<file path="src/rtl/lpu_pkg.sv">
`default_nettype none

package lpu_pkg;

  localparam int unsigned PaletteEntries = 256;
  localparam int unsigned DataW          = 32;
  localparam int unsigned PixelW         = 16;
  localparam int unsigned PairW          = 7;
  localparam int unsigned CfgIndexW      = 2;
  localparam int unsigned CfgDataW       = 3;

  // configuration register indexes
  localparam logic [CfgIndexW-1:0] RegPixelMode    = 2'd0;
  localparam logic [CfgIndexW-1:0] RegByteOrderBig = 2'd1;
  localparam logic [CfgIndexW-1:0] RegPixOrderBig  = 2'd2;

  // pixel mode codes
  localparam logic [2:0] ModePal1  = 3'd0;
  localparam logic [2:0] ModePal2  = 3'd1;
  localparam logic [2:0] ModePal4  = 3'd2;
  localparam logic [2:0] ModePal8  = 3'd3;
  localparam logic [2:0] Mode16Bpp = 3'd4;
  localparam logic [2:0] Mode24Bpp = 3'd5;
  localparam logic [2:0] ModeRawA  = 3'd6;
  localparam logic [2:0] ModeRawB  = 3'd7;

  // command codes
  localparam logic CmdUnpack = 1'b0;
  localparam logic CmdPalWr  = 1'b1;

  // 1555 to 565 widening, wraps at 16 bits
  function automatic logic [PixelW-1:0] widen1555(input logic [PixelW-1:0] c);
    widen1555 = c + (c & 16'hFFE0) + ((c >> 10) & 16'h0020);
  endfunction

  // 888 packed down to 565
  function automatic logic [PixelW-1:0] pack888(input logic [DataW-1:0] w);
    pack888 = {w[23:19], w[15:10], w[7:3]};
  endfunction

endpackage

`default_nettype wire

</file>
<file path="src/rtl/lcd_pixel_unpack_rgb565_core.sv">
`default_nettype none

// channel  | valid       | stall        | payload
// ---------+-------------+--------------+---------------------------------------
// input    | in_valid_i  | in_stall_o   | command_i, data_word_i, palette_pair_i
// output   | out_valid_o | out_stall_i  | pixel_o, last_o
// config   | cfg_we_i    | (none)       | cfg_index_i, cfg_data_i
//
// one pixel per cycle while the output does not stall; a word gives 32 pixels at 1bpp,
// 4 at 8bpp, 2 at 16bpp, 1 at 24bpp; the single palette read port sets that rate
// from word accept the first pixel passes the sequencer, palette read and output
// registers in that order; a palette write gives no pixel
// reset clears the valid flags and config; palette contents are undefined until written
// output stall holds the output, earlier stages still fill bubbles; the next word is taken while the last pixel issues
module lcd_pixel_unpack_rgb565_core
  import lpu_pkg::*;
#(
  parameter int unsigned PALETTE_ENTRIES = PaletteEntries
) (
  input  wire                    clk_i,
  input  wire                    rst_ni,
  // configuration
  input  wire                    cfg_we_i,
  input  wire  [CfgIndexW-1:0]   cfg_index_i,
  input  wire  [CfgDataW-1:0]    cfg_data_i,
  // input words
  input  wire                    in_valid_i,
  output logic                   in_stall_o,
  input  wire                    command_i,
  input  wire  [DataW-1:0]       data_word_i,
  input  wire  [PairW-1:0]       palette_pair_i,
  // output pixels
  output logic                   out_valid_o,
  input  wire                    out_stall_i,
  output logic [PixelW-1:0]      pixel_o,
  output logic                   last_o
);

  localparam int unsigned IdxW  = $clog2(PALETTE_ENTRIES);
  localparam int unsigned RowW  = IdxW - 1;
  localparam int unsigned Rows  = PALETTE_ENTRIES / 2;
  localparam int unsigned CntW  = 5;

  // config registers
  logic [2:0] pixel_mode_q;
  logic       byte_order_big_q;
  logic       pixel_order_big_q;

  always_ff @(posedge clk_i or negedge rst_ni) begin
    if (!rst_ni) begin
      pixel_mode_q      <= ModePal1;
      byte_order_big_q  <= 1'b0;
      pixel_order_big_q <= 1'b0;
    end else if (cfg_we_i) begin
      case (cfg_index_i)
        RegPixelMode:    pixel_mode_q      <= cfg_data_i;
        RegByteOrderBig: byte_order_big_q  <= cfg_data_i[0];
        RegPixOrderBig:  pixel_order_big_q <= cfg_data_i[0];
        default: ;
      endcase
    end
  end

  // palette memory, one row holds an even/odd entry pair
  logic [2*PixelW-1:0] pal_mem [Rows];
  logic [2*PixelW-1:0] rd_data_q;

  // pipe registers
  logic             s_valid_q;
  logic [DataW-1:0] s_word_q;
  logic [CntW-1:0]  s_idx_q;

  logic              m_valid_q;
  logic              m_pal_q;    // take pixel from palette read data
  logic              m_half_q;   // odd entry of the row
  logic              m_widen_q;  // apply 1555 to 565
  logic              m_last_q;
  logic [PixelW-1:0] m_pix_q;

  logic              o_valid_q;
  logic [PixelW-1:0] o_pix_q;
  logic              o_last_q;

  // pipe control
  logic o_ready, m_adv, s_issue, s_last, in_acc, pal_we;

  assign o_ready = !o_valid_q || !out_stall_i;
  assign m_adv   = !m_valid_q || o_ready;
  assign s_issue = s_valid_q && m_adv;

  // pixel count per word, minus one
  logic [CntW-1:0] last_idx;
  always_comb begin
    case (pixel_mode_q)
      ModePal1:  last_idx = 5'd31;
      ModePal2:  last_idx = 5'd15;
      ModePal4:  last_idx = 5'd7;
      ModePal8:  last_idx = 5'd3;
      Mode24Bpp: last_idx = 5'd0;
      default:   last_idx = 5'd1;
    endcase
  end

  assign s_last     = (s_idx_q == last_idx);
  assign in_stall_o = s_valid_q && !(s_issue && s_last);
  assign in_acc     = in_valid_i && !in_stall_o;
  assign pal_we     = in_acc && (command_i == CmdPalWr);

  // palettised index extraction for the current pixel
  logic            is_pal;
  logic [5:0]      span;
  logic [5:0]      pos;
  logic [4:0]      base_off;
  logic [4:0]      flip;
  logic [4:0]      bit_off;
  logic [DataW-1:0] shifted;
  logic [7:0]      idx_mask;
  logic [7:0]      idx8;
  logic [IdxW-1:0] pal_idx;

  assign is_pal   = (pixel_mode_q[2] == 1'b0);
  assign span     = ({1'b0, s_idx_q} + 6'd1) << pixel_mode_q[1:0];
  assign pos      = 6'd32 - span;
  assign base_off = byte_order_big_q ? 5'd0 : 5'd24;
  assign flip     = pixel_order_big_q ? 5'd0 : (5'd8 - (5'd1 << pixel_mode_q[1:0]));
  assign bit_off  = pos[4:0] ^ base_off ^ flip;
  assign shifted  = s_word_q >> bit_off;

  always_comb begin
    case (pixel_mode_q)
      ModePal1: idx_mask = 8'h01;
      ModePal2: idx_mask = 8'h03;
      ModePal4: idx_mask = 8'h0F;
      default:  idx_mask = 8'hFF;
    endcase
  end

  assign idx8    = shifted[7:0] & idx_mask;
  assign pal_idx = idx8[IdxW-1:0];

  // direct modes: halves in byte order
  logic [PixelW-1:0] half_first, half_second, direct_pix;
  assign half_first  = byte_order_big_q ? s_word_q[31:16] : s_word_q[15:0];
  assign half_second = byte_order_big_q ? s_word_q[15:0]  : s_word_q[31:16];

  always_comb begin
    if (pixel_mode_q == Mode24Bpp) begin
      direct_pix = pack888(s_word_q);
    end else begin
      direct_pix = s_idx_q[0] ? half_second : half_first;
    end
  end

  // sequencer stage
  always_ff @(posedge clk_i or negedge rst_ni) begin
    if (!rst_ni) begin
      s_valid_q <= 1'b0;
      s_idx_q   <= '0;
    end else if (in_acc && (command_i == CmdUnpack)) begin
      s_valid_q <= 1'b1;
      s_idx_q   <= '0;
    end else if (s_issue && s_last) begin
      s_valid_q <= 1'b0;
    end else if (s_issue) begin
      s_idx_q <= s_idx_q + 5'd1;
    end
  end

  always_ff @(posedge clk_i) begin
    if (in_acc && (command_i == CmdUnpack)) begin
      s_word_q <= data_word_i;
    end
  end

  // palette write and read; a read in the write cycle sees the old row
  always_ff @(posedge clk_i) begin
    if (pal_we) begin
      pal_mem[palette_pair_i[RowW-1:0]] <= data_word_i;
    end
    if (s_issue && is_pal) begin
      rd_data_q <= pal_mem[pal_idx[IdxW-1:1]];
    end
  end

  // read stage
  always_ff @(posedge clk_i or negedge rst_ni) begin
    if (!rst_ni) begin
      m_valid_q <= 1'b0;
    end else if (m_adv) begin
      m_valid_q <= s_issue;
    end
  end

  always_ff @(posedge clk_i) begin
    if (s_issue) begin
      m_pal_q   <= is_pal;
      m_half_q  <= pal_idx[0];
      m_widen_q <= is_pal || (pixel_mode_q == Mode16Bpp);
      m_last_q  <= s_last;
      m_pix_q   <= direct_pix;
    end
  end

  // output register
  logic [PixelW-1:0] m_raw, m_final;
  assign m_raw   = m_pal_q ? (m_half_q ? rd_data_q[31:16] : rd_data_q[15:0]) : m_pix_q;
  assign m_final = m_widen_q ? widen1555(m_raw) : m_raw;

  always_ff @(posedge clk_i or negedge rst_ni) begin
    if (!rst_ni) begin
      o_valid_q <= 1'b0;
    end else if (o_ready) begin
      o_valid_q <= m_valid_q;
    end
  end

  always_ff @(posedge clk_i) begin
    if (o_ready && m_valid_q) begin
      o_pix_q  <= m_final;
      o_last_q <= m_last_q;
    end
  end

  assign out_valid_o = o_valid_q;
  assign pixel_o     = o_pix_q;
  assign last_o      = o_last_q;

endmodule

`default_nettype wire

</file>
<file path="config.mk">
export PLATFORM = sky130hd
export DESIGN_NAME = lcd_pixel_unpack_rgb565_core
export DESIGN_NICKNAME = d
export VERILOG_FILES = /design/src/rtl/lpu_pkg.sv /design/src/rtl/lcd_pixel_unpack_rgb565_core.sv
export SDC_FILE = /design/constraint.sdc
export NUM_CORES = 2
export LEC_CHECK = 0
export BUFFER_PORTS_ARGS = -buffer_cell sky130_fd_sc_hd__buf_2
export CAP_MARGIN = 20
export CORE_ASPECT_RATIO = 1.2
export CORE_UTILIZATION = 50
export CTS_CLUSTER_SIZE = 40
export DETAILED_ROUTE_END_ITERATION = 12
export MAX_ROUTING_LAYER = met4
export PLACE_DENSITY = 0.65
export SKIP_LAST_GASP = 1
export SLEW_MARGIN = 20
export SYNTH_ARGS = -nofsm -noshare
export SYNTH_HDL_FRONTEND = slang
export SYNTH_SLANG_ARGS = --single-unit
</file>
<file path="constraint.sdc">
create_clock -name clk_i -period 5.7 [get_ports clk_i]
set_input_delay 0.285 -clock clk_i [delete_from_list [all_inputs] [get_ports clk_i]]
set_output_delay 0.285 -clock clk_i [all_outputs]
set_load 0.1 [all_outputs]
</file>
==> results.sh <==
export IMPL_drc=0
export IMPL_final_core_util_pct=59.6
export IMPL_die_w_um=531
export IMPL_holdWs_ns=0.0441
export IMPL_synth_most_common_cell="edfxtp_1"
export IMPL_syn_area_mm2=0.168
export IMPL_synth_top_area_share_pct=75.1
export IMPL_rr_worst_depth=21
export IMPL_synth_main_ff_cell="edfxtp_1"
export IMPL_status="finished, violations left"
export IMPL_clock_latency_ns=1.01
export IMPL_die_area_mm2=0.338
export IMPL_gp_congestion=0.970
export IMPL_synth_top_cells_by_count="edfxtp_1, nand2_1, nand3_1"
export IMPL_die_y_um=637
export IMPL_ys_ff_latch=4210
export IMPL_syn_nets=11800
export IMPL_cts_buffer_depth=4
export IMPL_clk_pin_slew_ns=0.06
export IMPL_synth_avg_cell_area_um2=14.3
export IMPL_rr_endpoint="rd_data_q[9]"
export IMPL_maxCapViolCount=0
export IMPL_rrSetupSlack_ns=-0.11
export IMPL_grt_pass1_wl_mm=805
export IMPL_pre_cts_slack_ns=-1.22
export IMPL_routed_wl_mm=583
export IMPL_worst_slack_ns=-0.106
export IMPL_regToRegStartpoint="s_idx_q[0]"
export IMPL_path_delay_family="simple AND/OR/NAND/NOR gates"
export IMPL_stdcell_area_mm2=0.199
export IMPL_start_util_pct=50.3
export IMPL_finalNetCount=12900
export IMPL_rows=232
export IMPL_path_cells="buf_6, or3_4, ha_4, or3_4, nand2_4, mux4_2, mux4_2, buf_12, buf_8, a22o_4, buf_12, buf_16, buf_12, mux2i_1, o22ai_1, nor4_1, buf_4, o22ai_1, buf_4, nor4_4, nand3_1"
export IMPL_syn_to_final_growth_pct=18.3
export IMPL_drv_slew=0
export IMPL_crit_buf_inv=8
export IMPL_final_antenna_net_count=0
export IMPL_numCtsBuffers=407
export IMPL_clock_sinks=4210
export IMPL_drtIter0Drc=17600
export IMPL_multi_input_area_mm2=0.0391
export IMPL_yosysSeqAreaShare_pct=75.3
export IMPL_layout_min_cycle_time_ns=5.81
export IMPL_setup_viol=5
export IMPL_relSlewSlack_pct=19.4
export IMPL_cp_start_kind="flip-flop"
export IMPL_violations="negative setup slack"
export IMPL_cp_required_ns=6.40
export IMPL_dp_hpwl_mm=361
export IMPL_antenna_found_initial=43
export IMPL_crit_path_frequent_cell="buf_12"
export IMPL_grt_usage_pct=34.8
export IMPL_cts_tree="done"
export IMPL_first_pass_iters=8
export IMPL_max_stage_delay_ns=0.59
export IMPL_cp_arrival_ns=6.50
export IMPL_worst_hold_path_type="input port to flip-flop"
export IMPL_synth_largest_area_cell="edfxtp_1"
export IMPL_grt_ovfl_total=0
export IMPL_fmax_ghz=0.172
export IMPL_ys_types=88
export IMPL_async_flop_share_pct=0.309
export IMPL_grt_start_max_net_pins=83
export IMPL_crit_type="flip-flop to flip-flop"
export IMPL_seqCellArea_mm2=0.126
export IMPL_hold_path_cell_count=1
export IMPL_core_area_mm2=0.333
export IMPL_crit_fanout=6
export IMPL_hold_start="data_word_i[5]"
export IMPL_placed_cell_area_mm2=0.183
export IMPL_synthCells=11700
export IMPL_io_pins=69
export IMPL_root_buffer="clkbuf_16"
export IMPL_avgRoutedWirePerCell_um=33.1
export IMPL_finalCritPeriodShare_pct=102
export IMPL_crit_path_top_delay_cell="nor4_4"
export IMPL_fin_skew_ns=0.0574
export IMPL_end_kind="flip-flop"
export IMPL_cts_htree_levels=5
export IMPL_synth_edf_count=4197
export IMPL_vias_per_cell=6.43
export IMPL_ys_warnings_count=0
export IMPL_synth_area_leaders="edfxtp_1, nand2_1, mux2i_1"
export IMPL_tightestPinTransition_ns=1.21
export IMPL_vias=113000
export IMPL_rsz0062_at_grt="true"
export IMPL_drive_above_1_share_pct=17.8
export IMPL_grt_pass1_vias=107000
export IMPL_hold_viol_final=0
export IMPL_port_buffers=68
export IMPL_hold_end="pal_mem[44][5]"
export IMPL_fillCellCount=25300
metal layers:
layer	wire (um)	track usage (%)
met4	44400	22.0
met2	270000	53.3
met5	0	-
met3	63300	5.84
met1	205000	43.3
cell families after synthesis:
family / Yosys count / share of synthesized area (%)
DFF: 4210 / 75.3
and+or+nand+nor: 4055 / 10.5
AOI/OAI and AO/OA: 2009 / 8.00
buffers and inverters: 826 / 2.50
muxes: 579 / 3.56
xor gates and xnor gates: 18 / 0.107
adders and majority gates: 3 / 0.0224
cell type report:
class / count / share of cell area [%]
sequential: 4210 / 63.6
multi-input combinational: 6667 / 19.7
timing repair buffer: 1502 / 7.26
clock buffer: 506 / 5.34
tap: 4446 / 2.80
clock inverter: 240 / 1.22
antenna: 38 / 0.0479
inverter: 9 / 0.0170
state kept, by name, summed over array words and instances (netlist names), 3 cells and up:
signal,flops
s_idx_q,5
pixel_mode_q,3
rd_data_q,32
pal_mem,4096
m_pix_q,16
pixel_o,16
s_word_q,32
through the flow:
step                      setup TNS [ns]  std cells
after global routing               -1.00      17600
after global placement            -13.53      16700
final                             -0.362      17600
after floorplan                        0      11700
after CTS                        -0.0987      17500
after detailed placement           -9.57      16700
worst reg2reg max path, stage by stage (launching register included):
cell and delay [ns]:
dfrtp_1 0.42, buf_6 0.14, or3_4 0.37, ha_4 0.25, or3_4 0.42, nand2_4 0.10
mux4_2 0.51, mux4_2 0.58, buf_12 0.20, buf_8 0.13, a22o_4 0.27, buf_12 0.15
buf_16 0.13, buf_12 0.13, mux2i_1 0.16, o22ai_1 0.13, nor4_1 0.18, buf_4 0.18
o22ai_1 0.11, buf_4 0.20, nor4_4 0.60, nand3_1 0.15
cells in the final DEF, fill, tap and decap left out, types with 96 or more instances in the layout:
cell	count
edfxtp_1	4197
nand2_1	2449
buf_4	1162
nand3_1	799
mux2i_1	549
a21oi_1	537
clkbuf_16	414
and3_1	291
a211oi_1	236
buf_12	211
o21ai_0	207
a31oi_1	200
a221oi_1	154
nor2_4	142
a311oi_1	132
o22ai_1	132
a22oi_1	107
a32oi_1	99
clkbuf_1	96
what timing repair did:
| item | CTS | global route |
|---|---|---|
| cloned | 6 | 6 |
| hold endpoints to repair | 1085 | 38 |
| pin swaps | 28 | 41 |
| resized for setup | 90 | 76 |
| setup endpoints to repair | 29 | 32 |
| hold buffers | 47 | 2 |
| buffers inserted | 35 | 38 |
how the worst max path moves through the flow:
| stage | start | to | slack (ns) | cells past startpoint |
|---|---|---|---|---|
| after floorplan | s_idx_q[0] | rd_data_q[31] | 0.63 | 20 |
| final | s_idx_q[0] | rd_data_q[9] | -0.11 | 21 |
| after detailed placement | s_idx_q[0] | rd_data_q[1] | -1.22 | 22 |
| after global routing | s_idx_q[0] | rd_data_q[9] | -0.17 | 26 |
| after global placement | s_idx_q[0] | rd_data_q[1] | -1.32 | 23 |
| after CTS | s_idx_q[0] | rd_data_q[1] | -0.09 | 23 |
Power is left out: the tool's default activity adds up to more than one toggle a clock period on the data nets, which glitch-free logic cannot reach.
